==> config.mk <==
export PLATFORM = sky130hd
export DESIGN_NAME = swept_box_slab_clip_flat
export DESIGN_NICKNAME = d
export VERILOG_FILES = /design/src/hdl/sbsc_pkg.sv /design/src/hdl/sbsc_if.sv /design/src/hdl/sbsc_div.sv /design/src/hdl/sbsc_dp.sv /design/src/hdl/sbsc_ctrl.sv /design/src/hdl/swept_box_slab_clip.sv /design/src/flat_wrapper.sv
export SDC_FILE = /design/constraint.sdc
export NUM_CORES = 2
export LEC_CHECK = 0
export ABC_AREA = 0
export BUFFER_PORTS_ARGS = -buffer_cell sky130_fd_sc_hd__buf_2
export CORE_UTILIZATION = 24
export CTS_BUF_LIST = sky130_fd_sc_hd__clkbuf_16
export DETAILED_ROUTE_END_ITERATION = 7
export HOLD_SLACK_MARGIN = 0.12
export PLACE_DENSITY_LB_ADDON = 0.08
export REMOVE_ABC_BUFFERS = 1
export SLEW_MARGIN = 10
export SYNTH_ARGS = -nofsm -noshare
export SYNTH_HDL_FRONTEND = slang
export SYNTH_HIERARCHICAL = 1
export SYNTH_SLANG_ARGS = --single-unit
export TNS_END_PERCENT = 30
==> constraint.sdc <==
create_clock -name clk -period 16 [get_ports clk]
set_input_delay 0.8 -clock clk [delete_from_list [all_inputs] [get_ports clk]]
set_output_delay 0.8 -clock clk [all_outputs]
set_load 0.1 [all_outputs]
==> src/hdl/sbsc_pkg.sv <==
package sbsc_pkg;

  // Default number of fractional bits of the fixed-point format.
  localparam int FRAC_BITS_DEF = 16;

  // Field widths fixed by the interface.
  localparam int VAL_W      = 32;
  localparam int SIZE_W     = 31;
  localparam int CFG_IDX_W  = 2;
  localparam int CFG_DATA_W = 31;

  // Extents and numerators: a 32-bit offset plus two 32-bit components,
  // and the box size minus such a sum, both fit in 35 signed bits.
  localparam int NUM_W = 35;

  // Configuration register indexes.
  localparam logic [CFG_IDX_W-1:0] REG_SIZE_X = 2'd0;
  localparam logic [CFG_IDX_W-1:0] REG_SIZE_Y = 2'd1;
  localparam logic [CFG_IDX_W-1:0] REG_SIZE_Z = 2'd2;

  // Operation codes.
  localparam logic [1:0] OP_LINE   = 2'd0;
  localparam logic [1:0] OP_SWEEP1 = 2'd1;
  localparam logic [1:0] OP_SWEEP2 = 2'd2;
  localparam logic [1:0] OP_NONE   = 2'd3;

  // Axis codes.
  localparam logic [1:0] AXIS_X    = 2'd0;
  localparam logic [1:0] AXIS_Y    = 2'd1;
  localparam logic [1:0] AXIS_Z    = 2'd2;
  localparam logic [1:0] AXIS_NONE = 2'd3;

  typedef struct packed {
    logic [1:0]              op;
    logic [1:0]              axis;
    logic signed [VAL_W-1:0] axis_offset;
    logic signed [VAL_W-1:0] dir_x;
    logic signed [VAL_W-1:0] dir_y;
    logic signed [VAL_W-1:0] dir_z;
    logic signed [VAL_W-1:0] init_from;
    logic signed [VAL_W-1:0] init_to;
    logic                    lower_closed;
    logic                    upper_closed;
  } item_t;

  typedef struct packed {
    logic                    hit;
    logic signed [VAL_W-1:0] from_factor;
    logic signed [VAL_W-1:0] to_factor;
  } result_t;

  // Controller to datapath.
  typedef struct packed {
    logic load;       // latch the incoming item
    logic prep;       // form numerators, handle a zero direction
    logic div_start;  // launch a division
    logic div_sel_b;  // divide the far-boundary numerator
    logic cap_a;      // keep the first quotient
    logic update;     // narrow the running interval
    logic emit;       // load the result register
  } ctrl_cmd_t;

  // Datapath to controller.
  typedef struct packed {
    logic skip;       // unused op or axis code
    logic dead;       // query already killed
    logic d_zero;     // moving direction is zero
    logic last;       // item closes the query
    logic div_done;   // divider result ready
  } dp_stat_t;

endpackage

==> src/hdl/sbsc_if.sv <==
interface sbsc_item_if;
  logic               valid;
  logic               ready;
  logic [1:0]         op;
  logic [1:0]         axis;
  logic signed [31:0] axis_offset;
  logic signed [31:0] dir_x;
  logic signed [31:0] dir_y;
  logic signed [31:0] dir_z;
  logic signed [31:0] init_from;
  logic signed [31:0] init_to;
  logic               lower_closed;
  logic               upper_closed;

  modport source (
    output valid, op, axis, axis_offset, dir_x, dir_y, dir_z, init_from, init_to,
           lower_closed, upper_closed,
    input  ready
  );
  modport sink (
    input  valid, op, axis, axis_offset, dir_x, dir_y, dir_z, init_from, init_to,
           lower_closed, upper_closed,
    output ready
  );
endinterface

interface sbsc_result_if;
  logic               valid;
  logic               ready;
  logic               hit;
  logic signed [31:0] from_factor;
  logic signed [31:0] to_factor;

  modport source (
    output valid, hit, from_factor, to_factor,
    input  ready
  );
  modport sink (
    input  valid, hit, from_factor, to_factor,
    output ready
  );
endinterface

==> src/hdl/sbsc_div.sv <==
module sbsc_div #(
  parameter int FRAC_BITS = sbsc_pkg::FRAC_BITS_DEF
) (
  input  logic                                clk,
  input  logic                                rst,
  input  logic                                start,
  input  logic signed [sbsc_pkg::NUM_W-1:0]   num,
  input  logic signed [sbsc_pkg::VAL_W-1:0]   den,
  output logic                                done,
  output logic signed [sbsc_pkg::VAL_W-1:0]   quot
);
  import sbsc_pkg::*;

  // Magnitude of the numerator, scaled by the fraction, shifted out MSB first.
  localparam int DVD_W = NUM_W - 1 + FRAC_BITS;
  localparam int CNT_W = $clog2(DVD_W + 1);
  localparam logic [VAL_W:0] POS_LIM = {2'b00, {(VAL_W-1){1'b1}}};
  localparam logic [VAL_W:0] NEG_LIM = {2'b01, {(VAL_W-1){1'b0}}};

  logic [DVD_W-1:0] dvd;
  logic [VAL_W-1:0] rem;
  logic [VAL_W-1:0] dmag;
  logic [VAL_W:0]   qacc;
  logic             ovf;
  logic             neg;
  logic             busy;
  logic [CNT_W-1:0] cnt;

  logic [NUM_W-1:0] nmag;
  logic [VAL_W:0]   trial;
  logic             ge;
  logic [VAL_W-1:0] sat;

  always_comb begin
    nmag  = num[NUM_W-1] ? NUM_W'(-num) : NUM_W'(num);
    trial = {rem, dvd[DVD_W-1]};
    ge    = trial >= {1'b0, dmag};
    if (neg) begin
      if (ovf || qacc > NEG_LIM) begin
        sat = {1'b1, {(VAL_W-1){1'b0}}};
      end else begin
        sat = VAL_W'({1'b0, {VAL_W{1'b0}}} - qacc);
      end
    end else begin
      if (ovf || qacc > POS_LIM) begin
        sat = {1'b0, {(VAL_W-1){1'b1}}};
      end else begin
        sat = qacc[VAL_W-1:0];
      end
    end
  end

  always_ff @(posedge clk) begin
    if (rst) begin
      busy <= 1'b0;
      done <= 1'b0;
      cnt  <= '0;
    end else begin
      done <= 1'b0;
      if (start) begin
        busy <= 1'b1;
        cnt  <= CNT_W'(DVD_W);
      end else if (busy) begin
        if (cnt != '0) begin
          cnt <= cnt - CNT_W'(1);
        end else begin
          busy <= 1'b0;
          done <= 1'b1;
        end
      end
    end
  end

  always_ff @(posedge clk) begin
    if (start) begin
      dvd  <= {nmag[NUM_W-2:0], {FRAC_BITS{1'b0}}};
      dmag <= den[VAL_W-1] ? VAL_W'(-den) : VAL_W'(den);
      neg  <= num[NUM_W-1] ^ den[VAL_W-1];
      rem  <= '0;
      qacc <= '0;
      ovf  <= 1'b0;
    end else if (busy) begin
      if (cnt != '0) begin
        dvd  <= {dvd[DVD_W-2:0], 1'b0};
        rem  <= ge ? VAL_W'(trial - {1'b0, dmag}) : trial[VAL_W-1:0];
        qacc <= {qacc[VAL_W-1:0], ge};
        ovf  <= ovf | qacc[VAL_W];
      end else begin
        quot <= sat;
      end
    end
  end

endmodule

==> src/hdl/sbsc_dp.sv <==
module sbsc_dp #(
  parameter int FRAC_BITS = sbsc_pkg::FRAC_BITS_DEF
) (
  input  logic                                clk,
  input  logic                                rst,
  input  sbsc_pkg::ctrl_cmd_t                 cmd,
  output sbsc_pkg::dp_stat_t                  stat,
  input  sbsc_pkg::item_t                     item_in,
  output sbsc_pkg::result_t                   res,
  input  logic                                cfg_wr_en,
  input  logic [sbsc_pkg::CFG_IDX_W-1:0]      cfg_index,
  input  logic [sbsc_pkg::CFG_DATA_W-1:0]     cfg_data
);
  import sbsc_pkg::*;

  logic [SIZE_W-1:0] size_x;
  logic [SIZE_W-1:0] size_y;
  logic [SIZE_W-1:0] size_z;

  item_t                   cur;
  logic signed [VAL_W-1:0] running_from;
  logic signed [VAL_W-1:0] running_to;
  logic                    query_dead;
  logic signed [NUM_W-1:0] num_a;
  logic signed [NUM_W-1:0] num_b;
  logic signed [VAL_W-1:0] d_r;
  logic signed [VAL_W-1:0] qa;

  logic signed [NUM_W-1:0] off_e;
  logic signed [NUM_W-1:0] dx_e;
  logic signed [NUM_W-1:0] dy_e;
  logic signed [NUM_W-1:0] lo;
  logic signed [NUM_W-1:0] hi;
  logic signed [NUM_W-1:0] size_e;
  logic signed [VAL_W-1:0] d_sel;
  logic                    kill;
  logic signed [VAL_W-1:0] quot;
  logic signed [VAL_W-1:0] qf;
  logic signed [VAL_W-1:0] qt;

  sbsc_div #(.FRAC_BITS(FRAC_BITS)) u_div (
    .clk   (clk),
    .rst   (rst),
    .start (cmd.div_start),
    .num   (cmd.div_sel_b ? num_b : num_a),
    .den   (d_r),
    .done  (stat.div_done),
    .quot  (quot)
  );

  // Extents of the swept shape on the current axis.
  always_comb begin
    off_e = {{(NUM_W-VAL_W){cur.axis_offset[VAL_W-1]}}, cur.axis_offset};
    dx_e  = {{(NUM_W-VAL_W){cur.dir_x[VAL_W-1]}}, cur.dir_x};
    dy_e  = {{(NUM_W-VAL_W){cur.dir_y[VAL_W-1]}}, cur.dir_y};
    lo    = off_e;
    hi    = off_e;
    if (cur.op != OP_LINE) begin
      if (cur.dir_x[VAL_W-1]) begin
        lo = lo + dx_e;
      end else begin
        hi = hi + dx_e;
      end
    end
    if (cur.op == OP_SWEEP2) begin
      if (cur.dir_y[VAL_W-1]) begin
        lo = lo + dy_e;
      end else begin
        hi = hi + dy_e;
      end
    end
    case (cur.op)
      OP_LINE:   d_sel = cur.dir_x;
      OP_SWEEP1: d_sel = cur.dir_y;
      default:   d_sel = cur.dir_z;
    endcase
    case (cur.axis)
      AXIS_X:  size_e = {{(NUM_W-SIZE_W){1'b0}}, size_x};
      AXIS_Y:  size_e = {{(NUM_W-SIZE_W){1'b0}}, size_y};
      default: size_e = {{(NUM_W-SIZE_W){1'b0}}, size_z};
    endcase
    kill = hi < 0 || lo > size_e ||
           (cur.op == OP_LINE &&
            ((cur.axis_offset == '0 && cur.lower_closed) ||
             (off_e == size_e && cur.upper_closed)));
    // Entering the slab uses the near boundary for a positive direction.
    qf = d_r[VAL_W-1] ? quot : qa;
    qt = d_r[VAL_W-1] ? qa : quot;
  end

  assign stat.skip   = cur.op == OP_NONE || cur.axis == AXIS_NONE;
  assign stat.dead   = query_dead;
  assign stat.d_zero = d_sel == '0;
  assign stat.last   = cur.axis == AXIS_Z;

  always_ff @(posedge clk) begin
    if (rst) begin
      size_x <= '0;
      size_y <= '0;
      size_z <= '0;
    end else if (cfg_wr_en) begin
      case (cfg_index)
        REG_SIZE_X: size_x <= cfg_data;
        REG_SIZE_Y: size_y <= cfg_data;
        REG_SIZE_Z: size_z <= cfg_data;
        default:    ;
      endcase
    end
  end

  always_ff @(posedge clk) begin
    if (rst) begin
      running_from <= '0;
      running_to   <= '0;
      query_dead   <= 1'b0;
    end else begin
      if (cmd.load && item_in.op != OP_NONE && item_in.axis == AXIS_X) begin
        running_from <= item_in.init_from;
        running_to   <= item_in.init_to;
        query_dead   <= 1'b0;
      end
      if (cmd.prep && !query_dead && d_sel == '0 && kill) begin
        query_dead   <= 1'b1;
        running_from <= '0;
        running_to   <= '0;
      end
      if (cmd.update) begin
        if (qf > running_from) begin
          running_from <= qf;
        end
        if (qt < running_to) begin
          running_to <= qt;
        end
      end
    end
  end

  always_ff @(posedge clk) begin
    if (cmd.load) begin
      cur <= item_in;
    end
    if (cmd.prep) begin
      num_a <= NUM_W'(-hi);
      num_b <= NUM_W'(size_e - lo);
      d_r   <= d_sel;
    end
    if (cmd.cap_a) begin
      qa <= quot;
    end
    if (cmd.emit) begin
      if (query_dead) begin
        res.hit         <= 1'b0;
        res.from_factor <= '0;
        res.to_factor   <= '0;
      end else begin
        res.hit         <= !(running_from > running_to);
        res.from_factor <= running_from;
        res.to_factor   <= running_to;
      end
    end
  end

endmodule

==> src/hdl/sbsc_ctrl.sv <==
module sbsc_ctrl (
  input  logic                clk,
  input  logic                rst,
  input  logic                item_valid,
  output logic                item_ready,
  output logic                result_valid,
  input  logic                result_ready,
  input  sbsc_pkg::dp_stat_t  stat,
  output sbsc_pkg::ctrl_cmd_t cmd
);
  import sbsc_pkg::*;

  typedef enum logic [7:0] {
    S_IDLE = 8'b0000_0001,
    S_PREP = 8'b0000_0010,
    S_STA  = 8'b0000_0100,
    S_DIVA = 8'b0000_1000,
    S_STB  = 8'b0001_0000,
    S_DIVB = 8'b0010_0000,
    S_UPD  = 8'b0100_0000,
    S_EMIT = 8'b1000_0000
  } state_t;

  state_t state;
  state_t state_next;
  logic   result_valid_next;

  always_comb begin
    state_next = state;
    cmd        = '0;
    item_ready = 1'b0;
    case (state)
      S_IDLE: begin
        item_ready = 1'b1;
        if (item_valid) begin
          cmd.load   = 1'b1;
          state_next = S_PREP;
        end
      end
      S_PREP: begin
        if (stat.skip) begin
          state_next = S_IDLE;
        end else begin
          cmd.prep = 1'b1;
          if (stat.dead || stat.d_zero) begin
            state_next = stat.last ? S_EMIT : S_IDLE;
          end else begin
            state_next = S_STA;
          end
        end
      end
      S_STA: begin
        cmd.div_start = 1'b1;
        state_next    = S_DIVA;
      end
      S_DIVA: begin
        if (stat.div_done) begin
          cmd.cap_a  = 1'b1;
          state_next = S_STB;
        end
      end
      S_STB: begin
        cmd.div_start = 1'b1;
        cmd.div_sel_b = 1'b1;
        state_next    = S_DIVB;
      end
      S_DIVB: begin
        if (stat.div_done) begin
          state_next = S_UPD;
        end
      end
      S_UPD: begin
        cmd.update = 1'b1;
        state_next = stat.last ? S_EMIT : S_IDLE;
      end
      S_EMIT: begin
        if (!result_valid || result_ready) begin
          cmd.emit   = 1'b1;
          state_next = S_IDLE;
        end
      end
      default: begin
        state_next = S_IDLE;
      end
    endcase
  end

  always_comb begin
    if (cmd.emit) begin
      result_valid_next = 1'b1;
    end else if (result_ready) begin
      result_valid_next = 1'b0;
    end else begin
      result_valid_next = result_valid;
    end
  end

  always_ff @(posedge clk) begin
    if (rst) begin
      state        <= S_IDLE;
      result_valid <= 1'b0;
    end else begin
      state        <= state_next;
      result_valid <= result_valid_next;
    end
  end

endmodule

==> src/hdl/swept_box_slab_clip.sv <==
// An item with a nonzero moving direction runs the single bit-serial divider twice;
// the next item is taken only once the controller is back in its idle state.
// A zero direction, a killed query or an unused code skips the divider. The axis-2
// item passes through an extra state to load the result register.
// Reset (rst, synchronous, active high) clears the box sizes, the running interval,
// the dead flag, the controller state and the result valid flag.
module swept_box_slab_clip #(
  parameter int FRAC_BITS = sbsc_pkg::FRAC_BITS_DEF
) (
  input  logic                            clk,
  input  logic                            rst,
  input  logic                            cfg_wr_en,
  input  logic [sbsc_pkg::CFG_IDX_W-1:0]  cfg_index,
  input  logic [sbsc_pkg::CFG_DATA_W-1:0] cfg_data,
  sbsc_item_if.sink                       item,
  sbsc_result_if.source                   result
);
  import sbsc_pkg::*;

  // The controller sequences each item: latch, form the two boundary
  // numerators, divide each by the moving direction, then narrow the
  // running interval; a zero direction or a killed query skips the divisions.
  // The datapath holds the box sizes, the interval, the result register and the divider.
  ctrl_cmd_t cmd;
  dp_stat_t  stat;
  item_t     item_in;
  result_t   res;

  // Pack the item channel payload for the datapath.
  assign item_in.op           = item.op;
  assign item_in.axis         = item.axis;
  assign item_in.axis_offset  = item.axis_offset;
  assign item_in.dir_x        = item.dir_x;
  assign item_in.dir_y        = item.dir_y;
  assign item_in.dir_z        = item.dir_z;
  assign item_in.init_from    = item.init_from;
  assign item_in.init_to      = item.init_to;
  assign item_in.lower_closed = item.lower_closed;
  assign item_in.upper_closed = item.upper_closed;

  sbsc_ctrl u_ctrl (
    .clk          (clk),
    .rst          (rst),
    .item_valid   (item.valid),
    .item_ready   (item.ready),
    .result_valid (result.valid),
    .result_ready (result.ready),
    .stat         (stat),
    .cmd          (cmd)
  );

  sbsc_dp #(.FRAC_BITS(FRAC_BITS)) u_dp (
    .clk       (clk),
    .rst       (rst),
    .cmd       (cmd),
    .stat      (stat),
    .item_in   (item_in),
    .res       (res),
    .cfg_wr_en (cfg_wr_en),
    .cfg_index (cfg_index),
    .cfg_data  (cfg_data)
  );

  // The result register holds a finished query while the next items are
  // already being taken; a new result waits only if it is still unread.
  assign result.hit         = res.hit;
  assign result.from_factor = res.from_factor;
  assign result.to_factor   = res.to_factor;

endmodule

==> src/flat_wrapper.sv <==
// flat-port wrapper written by rule: the top's interface ports become plain ports
module swept_box_slab_clip_flat import sbsc_pkg::*;
#(
  parameter int FRAC_BITS = sbsc_pkg::FRAC_BITS_DEF
)
  (clk, rst, cfg_wr_en, cfg_index, cfg_data, item_valid, item_op, item_axis, item_axis_offset, item_dir_x, item_dir_y, item_dir_z, item_init_from, item_init_to, item_lower_closed, item_upper_closed, item_ready, result_valid, result_hit, result_from_factor, result_to_factor, result_ready);
  sbsc_item_if item_i ();
  sbsc_result_if result_i ();
  input  logic clk;
  input  logic rst;
  input  logic cfg_wr_en;
  input  logic [sbsc_pkg::CFG_IDX_W-1:0] cfg_index;
  input  logic [sbsc_pkg::CFG_DATA_W-1:0] cfg_data;
  input wire logic [$bits(item_i.valid)-1:0] item_valid;
  input wire logic [$bits(item_i.op)-1:0] item_op;
  input wire logic [$bits(item_i.axis)-1:0] item_axis;
  input wire logic [$bits(item_i.axis_offset)-1:0] item_axis_offset;
  input wire logic [$bits(item_i.dir_x)-1:0] item_dir_x;
  input wire logic [$bits(item_i.dir_y)-1:0] item_dir_y;
  input wire logic [$bits(item_i.dir_z)-1:0] item_dir_z;
  input wire logic [$bits(item_i.init_from)-1:0] item_init_from;
  input wire logic [$bits(item_i.init_to)-1:0] item_init_to;
  input wire logic [$bits(item_i.lower_closed)-1:0] item_lower_closed;
  input wire logic [$bits(item_i.upper_closed)-1:0] item_upper_closed;
  output wire logic [$bits(item_i.ready)-1:0] item_ready;
  output wire logic [$bits(result_i.valid)-1:0] result_valid;
  output wire logic [$bits(result_i.hit)-1:0] result_hit;
  output wire logic [$bits(result_i.from_factor)-1:0] result_from_factor;
  output wire logic [$bits(result_i.to_factor)-1:0] result_to_factor;
  input wire logic [$bits(result_i.ready)-1:0] result_ready;
  assign item_i.valid = item_valid;
  assign item_i.op = item_op;
  assign item_i.axis = item_axis;
  assign item_i.axis_offset = item_axis_offset;
  assign item_i.dir_x = item_dir_x;
  assign item_i.dir_y = item_dir_y;
  assign item_i.dir_z = item_dir_z;
  assign item_i.init_from = item_init_from;
  assign item_i.init_to = item_init_to;
  assign item_i.lower_closed = item_lower_closed;
  assign item_i.upper_closed = item_upper_closed;
  assign item_ready = item_i.ready;
  assign result_valid = result_i.valid;
  assign result_hit = result_i.hit;
  assign result_from_factor = result_i.from_factor;
  assign result_to_factor = result_i.to_factor;
  assign result_i.ready = result_ready;
  swept_box_slab_clip #(.FRAC_BITS(FRAC_BITS)) u_core (.clk(clk), .rst(rst), .cfg_wr_en(cfg_wr_en), .cfg_index(cfg_index), .cfg_data(cfg_data), .item(item_i), .result(result_i));
endmodule
==> results.md <==
- The flow ran to the end, but the final reports show violations.
- The checks that failed: design-rule violations.
- Combinational cells account for between 20% and 30% of the total power.
- The path type of the worst setup path is reg2reg.
- The fraction of post-synthesis cell area in the top cell type by area is a little over 30%.
- For this run, the slowest stage of the critical path takes around 600 ps.
- Global routing finished with a remaining overflow of 0.
- The largest driver fanout on the critical path is 6.
- The fmax is ~0.12 GHz.
- During I/O placement, the number of pins put on the boundary was between 300 and 400.
- The power per standard cell area is approximately 110 nW/um2.
- The die outline area is about 180,000 um2.
- The total internal power is ~3.7 mW.
- The area growth from synthesis to layout is 16.92%.
- STA classifies the critical path endpoint as a flop.
- The estimated wirelength of the detail-placed design is approximately 120,000 um.
- Gates resized during post-CTS repair numbered 0.
- The die is roughly 420 um tall.
- The class of the most critical hold timing path is in2reg.
- The total wirelength of the detailed-routed design is roughly 160,000 um.
- The longest clock path from root to sink contains 3 buffers.
- The number of instances in the synthesized netlist is between 4k and 5k.
- STA puts the critical path data required time at 16,460 ps.
- By instance count, the cell type seen most on the critical path is sky130_fd_sc_hd__o21ai_0.
- Data arrives at the worst endpoint at a little under 9000 ps.
- Ranked by total cell area, the synthesized netlist is headed by sky130_fd_sc_hd__edfxtp_1, sky130_fd_sc_hd__dfxtp_1, sky130_fd_sc_hd__ha_1.
- The synthesized netlist occupies a cell area of 42,680 um2.
- In this run the power spent charging and discharging nets is about 1.9 mW.
- At the pin with the least slew margin, the transition time is around 1200 ps.
- The share of power burned in the clock network is a little under two fifths.
- The number of max-capacitance violations reported is 0.
- The hold violation total from the final report is 0.
- In this run the static leakage power is between 15 and 20 nW.
- Counting cells, the worst reg-to-reg path comes to 33.
- The H-tree was split into 3 levels.
- On the critical path, the stage with the largest delay is an instance of sky130_fd_sc_hd__or4b_2.
- In this run, post-CTS hold repair placed 0 buffers.
- The max-slew violation count came to 0.
- 0 antenna diodes ended up in the layout.
- For this run, the number of Yosys warnings is 6.
- The post-synthesis sequential element count is 673.
- The die is ~420 um wide.
- The number of buffers inserted to repair setup after CTS is 0.
- The total clock buffers created by CTS is 89.
- The antenna violation net count after detailed routing is 0.
- The number of instances on the worst hold path is 1.
- The clock transition at the registers of the reported paths is ~60 ps.
- Setup repair after global routing left no endpoint under its margin.
- The number of antenna violations at the first check in global routing is 2.
- The final worst-path cycle share is 51.67%.
- The number of distinct library cells after synthesis is 110.
- The later pin in the worst-skew pair is clocked with a latency of ~720 ps.
- For this run, the detailed router's first-pass iteration total came to 8.
- The via density per instance is about 4.8.
- The highest ir drop seen on vdd is 0.0001020 V.
- Row generation in the floorplan step produced roughly 150 rows.
- The number of port buffers is 302.
- The most repeated cell in the gate-level netlist after synthesis is sky130_fd_sc_hd__nand2_1.
- The routed wire length per instance is between 20 and 25 um.
- The final critical delay including setup and external delays is 8267 ps.
- The sequential cell area fraction in the yosys report is a little over two fifths.
- Ranked by instance count, the synthesized netlist is headed by sky130_fd_sc_hd__nand2_1, sky130_fd_sc_hd__edfxtp_1, sky130_fd_sc_hd__a21oi_1.
- On the final layout, the worst clock skew is between 30 and 40 ps.
- The largest net degree at the start of global routing is ~140.
- Of the total power, the share spent switching nets is between 30% and 40%.
- The worst-case headroom to the max-slew limit is between 10% and 20%.
- For this run, the leading register cell type out of synthesis is sky130_fd_sc_hd__edfxtp_1.
- The detailed router finished its first iteration with 2,032 violations.
- The number of clock sinks seen by CTS is a little under 700.
- The count of final setup violators is 0.
- TritonCTS built the clock tree.
- STA classifies the critical path startpoint as a flop.
- Global routing used 17.67% of the available tracks.
- The root buffer cell chosen for the clock tree is sky130_fd_sc_hd__clkbuf_16.
- The fraction of registers with async set/reset is 0%.
- The final weighted congestion of routability-driven global placement is about 0.9.
- The average instance in the mapped netlist occupies about 9.4 um2.
- The first-pass GRT wire length is between 200,000 and 250,000 um.
- In the routed design, unresolved DRC markers number 22.
- For the final routed database, the setup TNS stands at 0 ps.
- Hold is met by 257.8 ps.
- Yosys mapped a number of flops with a built-in enable equal to between 400 and 500.
- For this configuration, the core starts out at a cell density of between 20% and 30%.
- The share of cells above drive strength 1 is 14.04%.
- Summing over every cut layer, the via total after detailed routing is approximately 35k.
- The number of global-route vias before repair was roughly 34k.
- The share of total power in sequential cells is a little over a third.
- The core outline area is 176,300 um2.
- Overall power consumption after layout is estimated at 5.592 mW.
- sky130_fd_sc_hd__edfxtp_1 takes more of the synthesized area than any other cell.
- The final-stage net count is about 5.3k.
power groups by stage:
stage | sequential, mW | combinational, mW | clock [mW]
6_report | 2.01 | 1.50 | 2.08
3_3_place_gp | 2.05 | 1.51 | 0
5_1_grt | 2.02 | 1.65 | 2.22
3_5_place_dp | 2.05 | 1.50 | 0
4_1_cts | 2.02 | 1.51 | 2.17
2_1_floorplan | 2.04 | 1.00 | 0
per-layer routing:
layer / share of wire, % / GRT usage (%)
met5: 0.0080 / 0
met4: 2.4 / 4.501
met3: 3.1 / 1.986
met2: 50 / 31.62
met1: 45 / 22.35
critical path, delay by kind of cell, from the launching register on:
| kind | cells | cell delay (ps) |
|---|---|---|
| buffers and inverters | 1 | 70 |
| AND/OR/NAND/NOR | 4 | 1210 |
| adder cells (fa/ha/maj) | 4 | 1340 |
| AO/OA/AOI/OAI | 21 | 4390 |
| flip-flops | 1 | 410 |
| multiplexers | 1 | 310 |
| XOR/XNOR | 2 | 300 |
cell usage in the layout (no fill, tap or decap), types with 60 or more instances in the layout:
master,n
sky130_fd_sc_hd__nand2_1,536
sky130_fd_sc_hd__xor2_1,95
sky130_fd_sc_hd__inv_1,229
sky130_fd_sc_hd__mux2_2,74
sky130_fd_sc_hd__xnor2_1,168
sky130_fd_sc_hd__nor2_1,288
sky130_fd_sc_hd__clkbuf_16,91
sky130_fd_sc_hd__mux2i_1,182
sky130_fd_sc_hd__dfxtp_1,240
sky130_fd_sc_hd__a21oi_1,337
sky130_fd_sc_hd__buf_2,301
sky130_fd_sc_hd__buf_4,75
sky130_fd_sc_hd__nand4_1,60
sky130_fd_sc_hd__a22o_1,71
sky130_fd_sc_hd__a21o_1,101
sky130_fd_sc_hd__or3_1,68
sky130_fd_sc_hd__ha_1,266
sky130_fd_sc_hd__edfxtp_1,432
sky130_fd_sc_hd__nor3_1,90
sky130_fd_sc_hd__o21ai_0,292
flip-flops by register name, indices dropped and copies added (netlist names), 8 cells and up:
signal and flops:
u_core/u_dp/size_y 31, u_core/u_dp/u_div/dmag 32, u_core/u_dp/cur 134, u_core/u_dp/res 65, u_core/u_dp/num_a 35, u_core/u_ctrl/state 8, u_core/u_dp/d_r 32, u_core/u_dp/u_div/dvd 34
u_core/u_dp/u_div/qacc 33, u_core/u_dp/running_to 32, u_core/u_dp/u_div/quot 32, u_core/u_dp/qa 32, u_core/u_dp/u_div/rem 32, u_core/u_dp/size_x 31, u_core/u_dp/running_from 32, u_core/u_dp/size_z 31
u_core/u_dp/num_b 35
area by class of cell:
type / count / area (um2)
multi-input cells: 3405 / 23240
well taps: 2340 / 2928
repair buffers: 379 / 2121
clock inverters: 75 / 742.0
clock buffers: 91 / 2277
inverters: 213 / 799.5
fillers: 18848 / 126400
flip-flops and latches: 673 / 17800
path summary, 6_finish.rpt:
path / from / end / slack (ps)
max: u_core/u_dp/cur[162] / u_core/u_dp/num_b[32] / 7730
min: item_dir_x[23] / u_core/u_dp/cur[153] / 260
max reg2reg: u_core/u_dp/cur[162] / u_core/u_dp/num_b[32] / 7730
min reg2reg: u_core/u_dp/size_z[7] / u_core/u_dp/size_z[7] / 450
cells by family (layout without fill, tap and decap cells):
| group | Yosys count | count (layout) | synth area share (%) |
|---|---|---|---|
| XOR/XNOR | 263 | 263 | 5.397 |
| adder cells (fa/ha/maj) | 271 | 271 | 8.032 |
| flip-flops | 673 | 673 | 41.70 |
| multiplexers | 257 | 257 | 6.255 |
| AND/OR/NAND/NOR | 1382 | 1382 | 15.67 |
| AO/OA/AOI/OAI | 1232 | 1232 | 18.78 |
| buffers and inverters | 462 | 758 | 4.174 |
stage by stage:
stage / setup slack (ps) / instances / cell area [um2] / utilization [%]
floorplan: -1730 / 4291 / 41700 / -
global placement: 7945 / 7010 / 46890 / 26.59
detailed placement: 7946 / 7010 / 46890 / 26.59
CTS: 7918 / 7176 / 49910 / 28.31
global route: 7243 / 7176 / 49910 / 28.31
finish: 7733 / 7176 / 49910 / 28.31
Note: power is estimated with default switching activity, not from simulation.
